===== src/rtl/core/cst_pkg.sv =====
// ----------------------------------------------------------------------------
// cst_pkg
// Shared types, character codes and parse-step functions of the CSV tokenizer.
// ----------------------------------------------------------------------------
package cst_pkg;

	// Character codes
	localparam logic [7:0] CH_NUL    = 8'h00;
	localparam logic [7:0] CH_NL     = 8'h0A;
	localparam logic [7:0] CH_CR     = 8'h0D;
	localparam logic [7:0] CH_QUOTE  = 8'h22;
	localparam logic [7:0] CH_BSLASH = 8'h5C;
	localparam logic [7:0] SEP_RESET = 8'h2C;

	// UTF-8 byte-order mark
	localparam logic [7:0] BOM0 = 8'hEF;
	localparam logic [7:0] BOM1 = 8'hBB;
	localparam logic [7:0] BOM2 = 8'hBF;

	// Token kinds
	localparam logic [1:0] KIND_CHAR   = 2'd0;
	localparam logic [1:0] KIND_FIELD  = 2'd1;
	localparam logic [1:0] KIND_RECORD = 2'd2;

	localparam int QUEUE_DEPTH = 4;

	typedef struct packed {
		logic [7:0] data_byte;
		logic       end_of_data;
	} cst_in_t;

	typedef struct packed {
		logic [1:0] token_kind;
		logic [7:0] char_value;
		logic       last_of_run;
	} cst_out_t;

	// Byte class, worked out at the front
	typedef struct packed {
		logic [7:0] chr;
		logic       is_nl;
		logic       is_quote;
		logic       is_cr;
		logic       is_bs;
		logic       is_sep;
		logic       esc_ok;
		logic [7:0] esc_val;
	} cst_cls_t;

	// One queued word: the ops one input byte causes
	typedef struct packed {
		logic     rep_ef;
		logic     rep_bb;
		logic     proc;
		logic     fin;
		logic     sep_ef;
		logic     sep_bb;
		cst_cls_t cls;
	} cst_cmd_t;

	// Parse state
	typedef struct packed {
		logic quoting;
		logic qwait;
		logic fnon;
		logic ewait;
		logic skip;
		logic lhb;
	} cst_pst_t;

	typedef struct packed {
		cst_pst_t   st;
		logic       emit;
		logic [1:0] kind;
		logic [7:0] chr;
	} cst_step_t;

	function automatic cst_step_t end_record(cst_step_t r_in);
		cst_step_t r;
		r            = r_in;
		r.emit       = 1'b1;
		r.kind       = KIND_RECORD;
		r.chr        = 8'h00;
		r.st.fnon    = 1'b0;
		r.st.ewait   = 1'b0;
		r.st.quoting = 1'b0;
		r.st.qwait   = 1'b0;
		return r;
	endfunction

	// Append a raw character through escape decoding
	function automatic cst_step_t take_char(cst_step_t r_in, cst_cls_t c);
		cst_step_t r;
		r         = r_in;
		r.st.fnon = 1'b1;
		if (r.st.ewait) begin
			r.st.ewait = 1'b0;
			if (c.esc_ok) begin
				r.emit = 1'b1;
				r.kind = KIND_CHAR;
				r.chr  = c.esc_val;
			end
		end else if (c.is_bs) begin
			r.st.ewait = 1'b1;
		end else begin
			r.emit = 1'b1;
			r.kind = KIND_CHAR;
			r.chr  = c.chr;
		end
		return r;
	endfunction

	// One nonzero data byte
	function automatic cst_step_t proc_byte(cst_pst_t st, cst_cls_t c);
		cst_step_t r;
		logic      cont;
		r.st   = st;
		r.emit = 1'b0;
		r.kind = KIND_CHAR;
		r.chr  = 8'h00;
		cont   = 1'b1;
		if (c.is_nl) begin
			if (!st.skip) begin
				r = end_record(r);
			end
			r.st.fnon    = 1'b0;
			r.st.ewait   = 1'b0;
			r.st.quoting = 1'b0;
			r.st.qwait   = 1'b0;
			r.st.skip    = 1'b0;
			r.st.lhb     = 1'b0;
		end else begin
			r.st.lhb = 1'b1;
			if (!st.skip) begin
				if (r.st.qwait) begin
					r.st.qwait = 1'b0;
					if (c.is_quote) begin
						r    = take_char(r, c);
						cont = 1'b0;
					end else begin
						r.st.quoting = 1'b0;
					end
				end
				if (cont) begin
					priority if (!r.st.quoting && !r.st.fnon && c.is_quote) begin
						r.st.quoting = 1'b1;
					end else if (r.st.quoting && c.is_quote) begin
						r.st.qwait = 1'b1;
					end else if (!r.st.quoting && c.is_sep) begin
						r.emit     = 1'b1;
						r.kind     = KIND_FIELD;
						r.chr      = 8'h00;
						r.st.fnon  = 1'b0;
						r.st.ewait = 1'b0;
					end else if (!r.st.quoting && c.is_cr) begin
						r         = end_record(r);
						r.st.skip = 1'b1;
					end else begin
						r = take_char(r, c);
					end
				end
			end
		end
		return r;
	endfunction

	// End of data: close an open line
	function automatic cst_step_t finish(cst_pst_t st);
		cst_step_t r;
		r.st   = st;
		r.emit = 1'b0;
		r.kind = KIND_CHAR;
		r.chr  = 8'h00;
		if (st.lhb && !st.skip) begin
			r = end_record(r);
		end
		return r;
	endfunction

endpackage


===== src/rtl/core/cst_front.sv =====
// ----------------------------------------------------------------------------
// cst_front
// Byte intake: byte-order-mark check, separator register and byte classing.
// ----------------------------------------------------------------------------
module cst_front (
	input  logic              clk,
	input  logic              arst_n,
	input  logic              in_valid,
	output logic              in_ready,
	input  cst_pkg::cst_in_t  in_data,
	input  logic              cfg_valid,
	output logic              cfg_ready,
	input  logic [7:0]        cfg_data,
	output logic              q_push,
	output cst_pkg::cst_cmd_t q_data,
	input  logic              q_full
);
	import cst_pkg::*;

	localparam logic [1:0] MP_CHECK = 2'd0;
	localparam logic [1:0] MP_EF    = 2'd1;
	localparam logic [1:0] MP_EFBB  = 2'd2;
	localparam logic [1:0] MP_DONE  = 2'd3;

	logic [1:0] mark_q;
	logic [1:0] mark_m;
	logic [1:0] mark_nxt;
	logic [1:0] rep_src;
	logic [7:0] sep_q;
	logic [7:0] b;
	logic       e;
	logic       matched;
	logic       rep_gate;

	assign in_ready  = !q_full;
	assign q_push    = in_valid && !q_full;
	assign cfg_ready = 1'b1;
	assign b         = in_data.data_byte;
	assign e         = in_data.end_of_data;

	always_comb begin
		matched = 1'b0;
		mark_m  = mark_q;
		priority if (mark_q == MP_CHECK && b == BOM0) begin
			matched = 1'b1;
			mark_m  = MP_EF;
		end else if (mark_q == MP_EF && b == BOM1) begin
			matched = 1'b1;
			mark_m  = MP_EFBB;
		end else if (mark_q == MP_EFBB && b == BOM2) begin
			matched = 1'b1;
			mark_m  = MP_DONE;
		end else begin
			matched = 1'b0;
		end
	end

	// A partial mark replays on a mismatch, or at end of data right after a match
	assign rep_src  = matched ? mark_m : mark_q;
	assign rep_gate = matched ? e : 1'b1;
	assign mark_nxt = (matched && !e) ? mark_m : MP_DONE;

	always_comb begin
		q_data.rep_ef       = rep_gate && (rep_src == MP_EF || rep_src == MP_EFBB);
		q_data.rep_bb       = rep_gate && (rep_src == MP_EFBB);
		q_data.proc         = !matched && (b != CH_NUL);
		q_data.fin          = matched ? e : ((b == CH_NUL) || e);
		q_data.sep_ef       = (sep_q == BOM0);
		q_data.sep_bb       = (sep_q == BOM1);
		q_data.cls.chr      = b;
		q_data.cls.is_nl    = (b == CH_NL);
		q_data.cls.is_quote = (b == CH_QUOTE);
		q_data.cls.is_cr    = (b == CH_CR);
		q_data.cls.is_bs    = (b == CH_BSLASH);
		q_data.cls.is_sep   = (b == sep_q);
		q_data.cls.esc_ok   = 1'b1;
		unique case (b)
			"a":       q_data.cls.esc_val = 8'd7;
			"b":       q_data.cls.esc_val = 8'd8;
			"f":       q_data.cls.esc_val = 8'd12;
			"n":       q_data.cls.esc_val = 8'd10;
			"r":       q_data.cls.esc_val = 8'd13;
			"t":       q_data.cls.esc_val = 8'd9;
			"v":       q_data.cls.esc_val = 8'd11;
			CH_BSLASH: q_data.cls.esc_val = CH_BSLASH;
			default: begin
				q_data.cls.esc_ok  = 1'b0;
				q_data.cls.esc_val = 8'h00;
			end
		endcase
	end

	always_ff @(posedge clk or negedge arst_n) begin
		if (!arst_n) begin
			mark_q <= MP_CHECK;
			sep_q  <= SEP_RESET;
		end else begin
			if (q_push) begin
				mark_q <= mark_nxt;
			end
			if (cfg_valid) begin
				sep_q <= cfg_data;
			end
		end
	end

endmodule


===== src/rtl/core/cst_queue.sv =====
// ----------------------------------------------------------------------------
// cst_queue
// Small register FIFO between intake and parser.
// ----------------------------------------------------------------------------
module cst_queue #(
	parameter int Width = 8,
	parameter int Depth = 4
) (
	input  logic             clk,
	input  logic             arst_n,
	input  logic             push,
	input  logic [Width-1:0] push_data,
	output logic             full,
	input  logic             pop,
	output logic             head_valid,
	output logic [Width-1:0] head_data
);
	localparam int PtrW = (Depth > 1) ? $clog2(Depth) : 1;
	localparam int CntW = $clog2(Depth + 1);

	logic [Width-1:0] mem_q [Depth];
	logic [PtrW-1:0]  wr_ptr_q;
	logic [PtrW-1:0]  rd_ptr_q;
	logic [CntW-1:0]  cnt_q;
	logic             do_push;
	logic             do_pop;

	assign full       = (cnt_q == CntW'(Depth));
	assign head_valid = (cnt_q != '0);
	assign head_data  = mem_q[rd_ptr_q];
	assign do_push    = push && !full;
	assign do_pop     = pop && head_valid;

	function automatic logic [PtrW-1:0] wrap_inc(logic [PtrW-1:0] p);
		return (p == PtrW'(Depth - 1)) ? '0 : p + PtrW'(1);
	endfunction

	always_ff @(posedge clk or negedge arst_n) begin
		if (!arst_n) begin
			wr_ptr_q <= '0;
			rd_ptr_q <= '0;
			cnt_q    <= '0;
		end else begin
			if (do_push) begin
				wr_ptr_q <= wrap_inc(wr_ptr_q);
			end
			if (do_pop) begin
				rd_ptr_q <= wrap_inc(rd_ptr_q);
			end
			if (do_push && !do_pop) begin
				cnt_q <= cnt_q + CntW'(1);
			end else if (do_pop && !do_push) begin
				cnt_q <= cnt_q - CntW'(1);
			end
		end
	end

	always_ff @(posedge clk) begin
		if (do_push) begin
			mem_q[wr_ptr_q] <= push_data;
		end
	end

endmodule


===== src/rtl/core/cst_back.sv =====
// ----------------------------------------------------------------------------
// cst_back
// Parser: runs the queued ops on the parse state, drains tokens one a cycle unless out_ready stalls.
// ----------------------------------------------------------------------------
module cst_back (
	input  logic              clk,
	input  logic              arst_n,
	input  logic              q_valid,
	input  cst_pkg::cst_cmd_t q_data,
	output logic              q_pop,
	output logic              out_valid,
	input  logic              out_ready,
	output cst_pkg::cst_out_t out_data
);
	import cst_pkg::*;

	cst_pst_t   st_q;
	cst_pst_t   st_nxt;
	logic       halted_q;
	logic [1:0] idx_q;
	logic       out_valid_q;
	cst_out_t   out_data_q;

	cst_cls_t   cls_ef;
	cst_cls_t   cls_bb;
	cst_step_t  r_ef;
	cst_step_t  r_bb;
	cst_step_t  r_cur;
	cst_step_t  r_fin;
	cst_pst_t   s1;
	cst_pst_t   s2;
	cst_pst_t   s3;
	cst_pst_t   s4;
	logic [3:0] em;
	cst_step_t  slot [4];
	logic [1:0] tok_kind [4];
	logic [7:0] tok_chr [4];
	logic [2:0] cnt;
	logic       adv;
	logic       last;
	logic       done;

	// Replayed mark bytes carry fixed classes, bar the separator match
	always_comb begin
		cls_ef        = '0;
		cls_ef.chr    = BOM0;
		cls_ef.is_sep = q_data.sep_ef;
		cls_bb        = '0;
		cls_bb.chr    = BOM1;
		cls_bb.is_sep = q_data.sep_bb;
	end

	// Chain the ops of one word on the parse state
	always_comb begin
		r_ef  = proc_byte(st_q, cls_ef);
		s1    = q_data.rep_ef ? r_ef.st : st_q;
		r_bb  = proc_byte(s1, cls_bb);
		s2    = q_data.rep_bb ? r_bb.st : s1;
		r_cur = proc_byte(s2, q_data.cls);
		s3    = q_data.proc ? r_cur.st : s2;
		r_fin = finish(s3);
		s4    = q_data.fin ? r_fin.st : s3;
		em[0] = !halted_q && q_data.rep_ef && r_ef.emit;
		em[1] = !halted_q && q_data.rep_bb && r_bb.emit;
		em[2] = !halted_q && q_data.proc && r_cur.emit;
		em[3] = !halted_q && q_data.fin && r_fin.emit;
		st_nxt = halted_q ? st_q : s4;
	end

	// Pack emitted tokens to the front
	always_comb begin
		slot[0] = r_ef;
		slot[1] = r_bb;
		slot[2] = r_cur;
		slot[3] = r_fin;
		cnt     = 3'd0;
		for (int i = 0; i < 4; i++) begin
			tok_kind[i] = KIND_CHAR;
			tok_chr[i]  = 8'h00;
		end
		for (int i = 0; i < 4; i++) begin
			if (em[i]) begin
				tok_kind[cnt[1:0]] = slot[i].kind;
				tok_chr[cnt[1:0]]  = slot[i].chr;
				cnt                = cnt + 3'd1;
			end
		end
	end

	assign adv       = q_valid && (!out_valid_q || out_ready);
	assign last      = ({1'b0, idx_q} == (cnt - 3'd1));
	assign done      = (cnt == 3'd0) || last;
	assign q_pop     = adv && done;
	assign out_valid = out_valid_q;
	assign out_data  = out_data_q;

	always_ff @(posedge clk or negedge arst_n) begin
		if (!arst_n) begin
			st_q        <= '0;
			halted_q    <= 1'b0;
			idx_q       <= '0;
			out_valid_q <= 1'b0;
		end else begin
			if (out_ready) begin
				out_valid_q <= 1'b0;
			end
			if (adv && cnt != 3'd0) begin
				out_valid_q <= 1'b1;
			end
			if (adv) begin
				if (done) begin
					st_q     <= st_nxt;
					halted_q <= halted_q || q_data.fin;
					idx_q    <= '0;
				end else begin
					idx_q <= idx_q + 2'd1;
				end
			end
		end
	end

	always_ff @(posedge clk) begin
		if (adv && cnt != 3'd0) begin
			out_data_q.token_kind  <= tok_kind[idx_q];
			out_data_q.char_value  <= tok_chr[idx_q];
			out_data_q.last_of_run <= last;
		end
	end

	a_idx_needs_head: assert property (@(posedge clk) disable iff (!arst_n)
		(idx_q != 2'd0) |-> q_valid)
		else $error("token index advanced without a queued word");

	a_marker_no_char: assert property (@(posedge clk) disable iff (!arst_n)
		(out_valid_q && out_data_q.token_kind != KIND_CHAR) |->
		(out_data_q.char_value == 8'h00))
		else $error("marker token carries a character");

	a_halt_sticky: assert property (@(posedge clk) disable iff (!arst_n)
		halted_q |=> halted_q)
		else $error("halt cleared without reset");

	a_halt_quiet: assert property (@(posedge clk) disable iff (!arst_n)
		(halted_q && !out_valid_q) |=> !out_valid_q)
		else $error("token produced after halt");

endmodule


===== src/rtl/core/csv_stream_tokenizer.sv =====
// ----------------------------------------------------------------------------
// csv_stream_tokenizer
// Path: an accepted byte is written into the queue; the parser then loads
// its tokens into the output register one at a time.
// Throughput: one byte per cycle while the queue is not full; a byte holds
// the parser until its tokens (up to 4) have all been drained.
// Reset: arst_n clears mark check, parse state, halt and the queue; separator = ','.
// ----------------------------------------------------------------------------
module csv_stream_tokenizer #(
	parameter int QUEUE_DEPTH = cst_pkg::QUEUE_DEPTH
) (
	input  logic              clk,
	input  logic              arst_n,
	// byte input
	input  logic              in_valid,
	output logic              in_ready,
	input  cst_pkg::cst_in_t  in_data,
	// token output
	output logic              out_valid,
	input  logic              out_ready,
	output cst_pkg::cst_out_t out_data,
	// separator register write
	input  logic              cfg_valid,
	output logic              cfg_ready,
	input  logic [7:0]        cfg_data
);
	import cst_pkg::*;

	localparam int CmdW = $bits(cst_cmd_t);

	logic            q_push;
	logic            q_full;
	logic            q_pop;
	logic            q_valid;
	cst_cmd_t        q_wdata;
	logic [CmdW-1:0] q_rdata;
	cst_cmd_t        q_head;

	// Front: match the byte-order mark, hold the separator, class each byte
	// and pack the ops it causes (mark replay, the byte, end of data) into
	// one queue word. Intake stalls only when the queue is full.
	cst_front u_front (
		.clk       (clk),
		.arst_n    (arst_n),
		.in_valid  (in_valid),
		.in_ready  (in_ready),
		.in_data   (in_data),
		.cfg_valid (cfg_valid),
		.cfg_ready (cfg_ready),
		.cfg_data  (cfg_data),
		.q_push    (q_push),
		.q_data    (q_wdata),
		.q_full    (q_full)
	);

	// Queue: decouple intake from token drain so either side can stall.
	cst_queue #(
		.Width (CmdW),
		.Depth (QUEUE_DEPTH)
	) u_queue (
		.clk        (clk),
		.arst_n     (arst_n),
		.push       (q_push),
		.push_data  (q_wdata),
		.full       (q_full),
		.pop        (q_pop),
		.head_valid (q_valid),
		.head_data  (q_rdata)
	);

	assign q_head = cst_cmd_t'(q_rdata);

	// Back: run the word on the parse state, drain its tokens through the output
	// register one per cycle unless out_ready stalls, and commit the state on the last one.
	cst_back u_back (
		.clk       (clk),
		.arst_n    (arst_n),
		.q_valid   (q_valid),
		.q_data    (q_head),
		.q_pop     (q_pop),
		.out_valid (out_valid),
		.out_ready (out_ready),
		.out_data  (out_data)
	);

endmodule


===== config.mk =====
export PLATFORM = sky130hd
export DESIGN_NAME = csv_stream_tokenizer
export DESIGN_NICKNAME = d
export VERILOG_FILES = /design/src/rtl/core/cst_pkg.sv /design/src/rtl/core/cst_front.sv /design/src/rtl/core/cst_queue.sv /design/src/rtl/core/cst_back.sv /design/src/rtl/core/csv_stream_tokenizer.sv
export SDC_FILE = /design/constraint.sdc
export NUM_CORES = 1
export LEC_CHECK = 0
export ABC_AREA = 1
export ABC_CLOCK_PERIOD_IN_PS = 5930
export BUFFER_PORTS_ARGS = -buffer_cell sky130_fd_sc_hd__buf_2
export CAP_MARGIN = 5
export CORE_ASPECT_RATIO = 0.8
export CORE_MARGIN = 2
export CORE_UTILIZATION = 51
export CTS_CLUSTER_SIZE = 20
export DETAILED_ROUTE_END_ITERATION = 10
export GPL_ROUTABILITY_DRIVEN = 0
export PLACE_DENSITY = 0.74
export RECOVER_POWER = 25
export SYNTH_ARGS = -nofsm -noshare
export SYNTH_HDL_FRONTEND = slang
export SYNTH_HIERARCHICAL = 1
export SYNTH_SLANG_ARGS = --single-unit

===== constraint.sdc =====
create_clock -name clk -period 5.93 [get_ports clk]
set_input_delay 1.186 -clock clk [delete_from_list [all_inputs] [get_ports clk]]
set_output_delay 1.186 -clock clk [all_outputs]
set_load 0.05 [all_outputs]

==> results of run 1 <==
power breakdown:
part           internal, mW  total (mW)  leakage (nW)  switching, mW
Clock                 0.597        1.02         0.272          0.422
Sequential             1.32        1.41          1.54         0.0882
Combinational         0.467        1.54          2.29           1.08
Total                  2.39        3.97          4.10           1.59
cells in the mapped netlist, types with 3 or more instances:
cell | instances | area, sq um
a211oi_1 | 4 | 30.0
a21oi_1 | 24 | 120
a31oi_1 | 6 | 37.5
a41oi_1 | 3 | 26.3
and3_1 | 3 | 18.8
buf_2 | 9 | 45.0
buf_4 | 15 | 113
buf_6 | 8 | 90.1
clkbuf_1 | 4 | 15.0
dfrtp_1 | 24 | 601
dfstp_2 | 3 | 78.8
edfxtp_1 | 123 | 3690
ha_1 | 15 | 188
inv_1 | 138 | 518
inv_2 | 10 | 37.5
nand2_1 | 226 | 848
nand2_2 | 11 | 68.8
nand2_4 | 6 | 67.6
nand3_1 | 43 | 215
nand3_2 | 10 | 100
nand4_1 | 8 | 50.1
nor2_1 | 59 | 221
nor2_2 | 5 | 31.3
nor2_4 | 4 | 45.0
nor3_1 | 10 | 50.1
nor4_1 | 4 | 25.0
o211ai_1 | 29 | 218
o211ai_2 | 31 | 388
o21ai_0 | 39 | 195
o21ai_1 | 4 | 20.0
o22ai_1 | 5 | 31.3
o31ai_1 | 3 | 22.5
xnor2_1 | 9 | 78.8
sequential cells by signal, indices dropped and copies added, names as in the netlist, 3 cells and up:
register         flops
u_back/out_data     11
u_back/st_q          6
u_queue/mem_q      112
u_queue/cnt_q        3
u_front/sep_q        8
worst min-delay path by stage:
stage,start,to,cells after the start
global route,u_back/st_q[3]$_DFFE_PN0P_,u_back/st_q[3]$_DFFE_PN0P_,2
finish,u_back/st_q[3]$_DFFE_PN0P_,u_back/st_q[3]$_DFFE_PN0P_,2
CTS,u_back/st_q[3]$_DFFE_PN0P_,u_back/st_q[3]$_DFFE_PN0P_,2
detailed placement,u_back/st_q[3]$_DFFE_PN0P_,u_back/st_q[3]$_DFFE_PN0P_,2
floorplan,u_back/st_q[3]$_DFFE_PN0P_,u_back/st_q[3]$_DFFE_PN0P_,2
global placement,u_back/st_q[3]$_DFFE_PN0P_,u_back/st_q[3]$_DFFE_PN0P_,2
layer usage:
layer | wire length, um | part of all wire, %
met3 | 989 | 5.7
met1 | 8490 | 49
met2 | 7660 | 44
met5 | 0 | 0
met4 | 225 | 1.3
worst max-delay path, delay by kind of cell (launching register included):
family,cells,cell delay (ns)
xor+xnor,1,0.18
flops,1,0.62
buf+inv,2,0.51
fa+ha+maj,4,1.22
simple gates,19,2.22
compound gates,3,0.31
kinds of logic after synthesis:
group	after synthesis
simple gates	396
compound gates	157
buf+inv	189
fa+ha+maj	16
xor+xnor	11
mux	3
flops	150
other cells	2
layout make-up:
class,instances,area [sq um]
Clock inverter,12,103
Clock buffer,20,457
Sequential cell,150,4380
Inverter,150,563
Multi-Input combinational cell,586,3360
Fill cell,1432,7130
Tap cell,220,275
Timing Repair Buffer,44,233
==> flow_results.org, run 1 <==
** Die
- In this run the count of I/O pins placed on the die edge is 36.
- The floorplan has 42 rows.
- Initial standard-cell utilization of the core :: between 50% and 60%
- The floorplan step defined a die boundary enclosing 17,900 sq um.
- Die Span X :: around 150 um
- Area of the core :: about 17,000 sq um
- Floorplan die height :: about 120 um

** GRT
- Global routing usage on met2 :: about 30%
- Met1 routing resource usage after global routing :: 29.4%
- Global Route Usage Sum :: approximately a fifth
- The total overflow left after global routing is 0.
- The number of global-route vias before repair was about 5.7k.
- Most utilized layer in the global route result :: met2
- Initial antenna violation count :: 0
- Entering global routing, the biggest net connects 53 pins.
- Wire length of the first global-routing pass :: between 20,000 and 30,000 um
- Met3 track demand over resource in global routing :: under 10%

** Critical path
- The largest individual stage delay along the critical path comes from the cell dfrtp_4.
- STA classifies the critical path startpoint as a flip-flop.
- Reg-to-Reg End :: u_queue/cnt_q[1]$_DFFE_PN0P_
- Setup slack on the worst reg-to-reg path comes out at approximately 0.76 ns.
- The startpoint identified for the worst register-to-register timing path is u_queue/rd_ptr_q[0]$_DFFE_PN0P_.
- STA classifies the critical path endpoint as a flip-flop.
- The worst setup path is of the flip-flop to flip-flop kind.
- Data on the critical path is required at its endpoint by between 6 and 7 ns.
- Following the worst setup path forward leads to its endpoint at u_queue/cnt_q[1]$_DFFE_PN0P_.
- Launch point of the critical path :: u_queue/rd_ptr_q[0]$_DFFE_PN0P_
- At the worst endpoint, the arrival time is approximately 5.5 ns.
- Of all nets on the critical path, the largest fanout is 37.
- Crit path largest cell delay :: slightly above 0.6 ns
- The most numerous cell type found on the critical path is nand2_1.
- Counting cells, the worst reg-to-reg path comes to 29.

** STA
- The worst pin sits at a relative slew slack of -2.28%.
- After layout, the minimum clock period comes to 5.17 ns.
- The number of failing hold endpoints at the final stage was 0.
- Max Clock Freq :: slightly below 200 MHz
- At the pin with the least slew margin, the transition time is approximately 1.5 ns.
- The final max-slew violation count is 28.
- Setup repair after global routing missed its margin :: no
- Share of the clock period used by the worst path :: roughly 87%
- Setup violations remaining at the end of the flow were counted as 0.
- Sum of negative setup slack :: 0 ns
- For the final database, setup skew stands at roughly 0.0094 ns.
- Setup WS post-layout :: approximately 0.76 ns
- Worst hold slack :: about 0.48 ns

** Pwr
- Leakage Power :: about 4.1 nW
- Overall power of the completed layout :: roughly 4.0 mW
- Ratio of total power to cell area :: approximately 420 nW/um^2
- Largest vdd supply drop :: 0.000239 V

** Final layout
- The net count of the finished layout is 987.
- Leaving out fill and tap cells, the most frequent cell in the layout is nand2_1.
- The library cells used most frequently in the layout, excluding fill and tap cells, are nand2_1 (226), inv_1 (138), edfxtp_1 (123).
- Final Instance Area :: about 9400 sq um
- Post-Layout Cell Count :: ~1.2k
- The number of antenna diodes in the final layout is 0.
- Fraction of layout cells with a size suffix above 1 :: roughly 16%
- Final cell utilization of the core :: between 50% and 60%
- Relative to the synthesized area, the layout overhead comes to 9.33%.

** Yosys
- Adder-cell area share of the yosys netlist :: between 2 and 2.5%
- After synthesis, the share of cell area in mux cells is less than 1%.
- A synthesized cell averages 9.27 sq um.
- Count of different cell masters after synthesis :: between 50 and 60
- Yosys warning count :: 6
- #FFs+latches synth :: 150
- Async S/R FF share, synth :: between 10% and 20%
- Cell Area, Synth :: approximately 8600 sq um
- Post-synthesis cell count :: roughly 900
- Largest family of logic cells by synthesized area :: simple AND/OR/NAND/NOR gates
- The synthesized netlist devotes around a fifth of its cell area to simple gates.
- In this run, synthesis inferred between 100 and 150 flip-flops with an integrated enable.
- For this run, the leading register cell type out of synthesis is edfxtp_1.
- Summing the areas of all compound-gate instances in the mapped netlist gives ~14% of the synthesized area.
- Summing the sequential cell areas from Yosys gives 51.0% of the chip area.
- Post-Synth XOR/XNOR Area :: under 10%

** Clocking
- Buffers inserted by post-CTS timing repair :: 0
- After clock tree synthesis, the clock-pin slew on the worst setup and hold paths is roughly 0.06 ns.
- The clock passes through at most 2 buffers.
- Clock latency on the worst-skew pair, taken at its later pin, is ~0.43 ns.
- Post-CTS Hold Fix Bufs :: 0
- The H-tree generated during clock tree synthesis spans 4 levels.
- Cells resized by post-CTS repair :: 0
- Count of clock tree sinks :: 150
- Buffers inserted during clock tree synthesis total 17.
- TritonCTS built the clock tree.
- CTS placed an instance of clkbuf_16 at the clock tree root.

** Place
- In this run, placement finished with an instance count of about 1.2k.
- Port buffering added 34 buffers.
- In this run the cell area measured after placement is 8820 sq um.
- Detailed placer's ending HPWL :: between 10,000 and 15,000 um
- Dpl ws :: roughly 0.8 ns

** Route
- Residual antenna-violating net count after detailed routing :: 0
- Detail-routed via count per cell :: between 5 and 6
- First DRT Iteration DRCs :: between 600 and 700
- Dividing the detail-routed wire length by the instance count gives approximately 15 um.
- The routed layout has between 6k and 7k vias.
- The pre-antenna-repair detailed-routing pass consisted of 5 iterations.
- For this run, design rule violations remaining after detail routing come to 0.
- Wires add up to roughly 17,000 um.

** Hold path
- The path class of the tightest hold or removal check is flip-flop to flip-flop.

** Run status
- The run finished, with violations left.
- Failing checks :: capacitance limit, slew limit

** Flow run
- Across the run, the number of max-cap violations was 1.
Note: power is estimated with default switching activity, not from simulation.
==> run 2, diff against run 1 <==
--- a/config.mk
+++ b/config.mk
@@ -5,7 +5,7 @@
 export SDC_FILE = /design/constraint.sdc
 export NUM_CORES = 1
 export LEC_CHECK = 0
-export ABC_AREA = 1
+export ABC_AREA = 0
 export ABC_CLOCK_PERIOD_IN_PS = 5930
 export BUFFER_PORTS_ARGS = -buffer_cell sky130_fd_sc_hd__buf_2
 export CAP_MARGIN = 5
==> run 2 against run 1 <==
  * The run still ends with capacitance limit, slew limit left
  * Synthesized cell count down 34%
  * Non-clock buffer count decreased by 1
  * Clock-buffer cell count decreased by 2
  * Via count down 16%
  * Clock power grew 5%
  * Sequential cell count stayed put
  * Combinational power down 5%
  * Largest power group is now sequential cells
==> flow_results.org, run 2 <==
** Pwr
- The power per standard cell area came to 460 nW/um^2 (+8.4%).
- Largest vdd supply drop :: 0.000274 V (+14%)
- Overall power of the completed layout :: 4.04 mW (+1.6%)
- The static leakage is 3.03 nW (-26%).

** GRT
- The number of global-route vias before repair was 5,132 (-10%).
- Wire length of the first global-routing pass :: 26,600 um (-6.2%)
- Global Route Usage Sum :: 21.1% (+0.61 points)
- The initial antenna violation count came to 0 (unchanged).
- The leftover overflow at the end of global routing was 0 (unchanged).
- The pin count of the biggest net entering global routing came to 29 (-45%).

** STA
- Setup repair after global routing left no endpoint under its margin.
- The setup slack after layout is 0.412 ns (-0.344 ns).
- Count of pins over their slew limit :: 28 (unchanged)
- Share of the clock period used by the worst path :: 93.1% (+5.8 points)
- The measured slew at the worst slew-check pin is 1.58 ns (+0.0467 ns).
- The worst slew slack as a fraction of its limit was -5.39% (-3.1 points).
- Final setup viols :: 0 (unchanged)
- Worst setup skew after layout :: 0.00470 ns (-0.00472 ns)
- The number of failing hold endpoints at the final stage came to 0 (unchanged).
- Final worst path period need :: 5.52 ns (+0.344 ns)
- Sum of negative setup slack :: 0 ns (unchanged)
- Worst hold slack :: 0.498 ns (+0.0216 ns)
- The timing-limited maximum frequency is 181 MHz (-6.2%).

** Final layout
- Commonest cells after routing, fill and taps aside :: edfxtp_1 (123), nand2_1 (36), nor2_1 (35)
- The antenna diode count is 0 (unchanged).
- Leaving out fill and tap cells, the most frequent cell in the layout is edfxtp_1.
- The fraction of layout cells with a size suffix above 1 was 21.3% (+5.0 points).
- Flip-flop count of the largest register, all copies and words added :: 112 (unchanged)
- Post-Layout Cell Count :: 858 (-27%)
- The register with the most flip-flops in the final layout is u_queue/mem_q.
- Number of nets at the end of the flow :: 673 (-32%)
- The utilization of the core after routing is 58.1% (+1.3 points).
- Area grow syn2layout :: 10.9%
- The final instance area was 8780 sq um (-6.3%).

** Clocking
- Buffer type at the clock tree root :: clkbuf_16
- Cells resized by post-CTS repair :: 0 (unchanged)
- The deepest clock path buffer count was 2 (unchanged).
- The clock latency reported for the late side of the worst-skew pair is 0.42 ns (about the same).
- TritonCTS built the clock tree.
- The number of sinks handled by clock tree synthesis came to 150 (unchanged).
- The buffer count from post-CTS setup fixing came to 0 (unchanged).
- The clock transition at the register clock pins on the worst setup and hold paths after CTS came to 0.06 ns (about the same).
- The hold buffer count at CTS is 0 (unchanged).
- The number of buffers inserted during clock tree synthesis came to 17 (unchanged).
- Clock H-tree levels :: 4 (unchanged)

** Hold path
- For hold timing, the worst endpoint is u_back/halted_q$_DFFE_PN0P_.
- The path class of the tightest hold or removal check is flip-flop to flip-flop.
- Origin of the worst min-delay path :: u_back/halted_q$_DFFE_PN0P_
- Min-Delay Path Depth :: 1 (-1)

** Run status
- The run finished, with violations left.
- Failing checks :: capacitance limit, slew limit

** Yosys
- Top cell type's share of synthesized area :: 46.7% (+3.5 points)
- By instance count, the leading cell after synthesis is edfxtp_1.
- After synthesis, the most frequently instantiated cells are edfxtp_1 (123), nand2_1 (36), nor2_1 (36).
- Post-synthesis cell type with the largest combined area :: edfxtp_1
- The synthesized area divided by synthesized cell count came to 12.9 sq um (+39%).
- The synthesized netlist cell count was 613 (-34%).
- Yosys attributes the largest share of cell area to edfxtp_1 (47%), mux4_2 (8.0%), dfrtp_1 (7.6%).
- The number of synthesis warnings is 6 (unchanged).
- The post-synth design cell area is 7920 sq um (-7.6%).
- The flop and latch count out of synthesis is 150 (unchanged).
- The fraction of registers with async set or reset after synthesis is 18.0% (unchanged).
- The fraction of the yosys area taken by sequential cells came to 55.2% (+4.2 points).
- Count of different cell masters after synthesis :: 82 (+46%)
- Synth Flop Type :: edfxtp_1
- The number of enable flip-flop cells after synthesis came to 123 (unchanged).

** Critical path
- Reg-to-Reg End :: u_queue/cnt_q[2]$_DFFE_PN0P_
- The slowest stage of the critical path belongs to the cell mux4_2.
- Counting stages on the worst path, the most repeated cell is ha_1.
- R2r setup slk :: 0.41 ns (-0.34 ns)
- Max Fanout on Critical Path :: 15 (-59%)
- The depth of the worst register-to-register path came to 22 (-24%).
- Launch point of the critical path :: u_queue/rd_ptr_q[0]$_DFFE_PN0P_
- Startpoint kind of the worst setup timing path :: flip-flop
- Traced cell by cell, the critical path runs through mux4_2, o21ba_2, nor3_1, nor4_1, o31ai_1, nand2_1, a21oi_2, inv_1, ha_1, nor2_1, a21oi_1, ha_1, xnor2_1, o32ai_4, and2b_1, nand2_4, ha_1, inv_1, fa_1, xor2_1, nor2_1, xor2_1.
- Nature of the critical path endpoint :: flip-flop
- The worst register-to-register path begins at u_queue/rd_ptr_q[0]$_DFFE_PN0P_.
- The delay of the slowest cell on the worst path came to 0.69 ns (+0.07 ns).
- Critical path arrival :: 5.86 ns (+0.38 ns)
- The required time reported for the critical path endpoint is 6.27 ns (+0.03 ns).
- Kind of critical path :: flip-flop to flip-flop

** Die
- The vertical extent of the die is 115 um (-3.7%).
- Area of the core :: 15,100 sq um (-8.4%)
- The die area came to 16,500 sq um (-7.4%).
- The number of placement rows was 40 (-4.8%).
- Die Span X :: 143 um (-3.8%)
- The number of ports placed on the die boundary came to 36 (unchanged).
- Initial standard-cell utilization of the core :: 52.4% (+0.46 points)

** Route
- Mean routed wirelength per cell :: 19.3 um (+31%)
- The DRC marker count from the first detailed-route iteration is 622 (-5.6%).
- Via count :: 5,282 (-16%)
- DRC viols :: 0 (unchanged)
- Wirelength, routed :: 16,500 um (-4.8%)
- First-pass DRT Iterations :: 7 (+2)
- Residual antenna-violating net count after detailed routing :: 0 (unchanged)
- The number of vias per cell came to 6.16 (+16%).

** Flow run
- The number of max-capacitance violations reported was 1 (unchanged).

** Place
- Quantity of I/O buffers inserted on ports :: 34 (unchanged)
- Detailed placer's ending HPWL :: 11,200 um (-6.7%)
- The setup slack at placement came to 0.275 ns (-0.521 ns).
- Number of placed cells counting well taps :: 825 (-28%)
- Placed Instance Area :: 8180 sq um (-7.3%)
[run 2: cell count changes after synthesis, sizes merged, moves of 13 or more]
cell,previous run,this run
mux4,0,28
inv,148,20
nor2,68,36
o21ai,45,26
nand2b,0,16
o211ai,60,3
nand2,244,37
mux2,2,15
nand3,54,19
[run 2: how the worst max path moves through the flow]
stage | end | slack, ns | cells past startpoint
final | u_queue/cnt_q[2]$_DFFE_PN0P_ | 0.41 | 22
after global routing | u_queue/cnt_q[2]$_DFFE_PN0P_ | 0.07 | 22
after CTS | u_queue/cnt_q[2]$_DFFE_PN0P_ | 0.24 | 22
after detailed placement | u_queue/cnt_q[2]$_DFFE_PN0P_ | 0.27 | 22
after global placement | u_queue/cnt_q[2]$_DFFE_PN0P_ | 0.50 | 21
after floorplan | u_queue/cnt_q[1]$_DFFE_PN0P_ | 0.55 | 23
[run 2: report_power, final]
group | switching, mW | internal, mW
combinational | 0.863 | 0.608
sequential | 0.132 | 1.36
clock | 0.440 | 0.633
total | 1.44 | 2.60
[run 2: cells by family after synthesis]
kind of cell / Yosys count / share of synthesized area [%]
XOR/XNOR: 15 / 1.83
AO/OA/AOI/OAI: 128 / 11.7
adder cells (fa/ha/maj): 16 / 2.62
other: 2 / 0.0949
AND/OR/NAND/NOR: 196 / 14.0
buffers and inverters: 61 / 4.06
multiplexers: 45 / 10.4
flip-flops: 150 / 55.2
[run 2: critical path: cells and delay by family (launching register included)]
family                     cells  cell delay, ns
AOI/OAI and AO/OA              5            1.22
adders and majority gates      4            1.11
and+or+nand+nor                7            1.05
muxes                          1            0.69
xor gates and xnor gates       3            0.62
DFF                            1            0.59
buffers and inverters          2            0.14
[run 2: per-layer routing]
layer  share of wire (%)  global-route usage (%)  vias up
met5                   0                       0        -
met4                0.98                    5.82        0
met1                  43                    28.3     2649
met2                  48                    34.3      221
li1                    -                       -     2400
met3                 7.4                    5.91       12
[run 2: final cells by class]
type / instances / area, sq um
Sequential cell: 150 / 4380
Multi-Input combinational cell: 403 / 3240
Clock inverter: 14 / 169
Clock buffer: 18 / 429
Inverter: 20 / 75.1
Timing Repair Buffer: 43 / 223
Fill cell: 1188 / 6340
Tap cell: 210 / 263
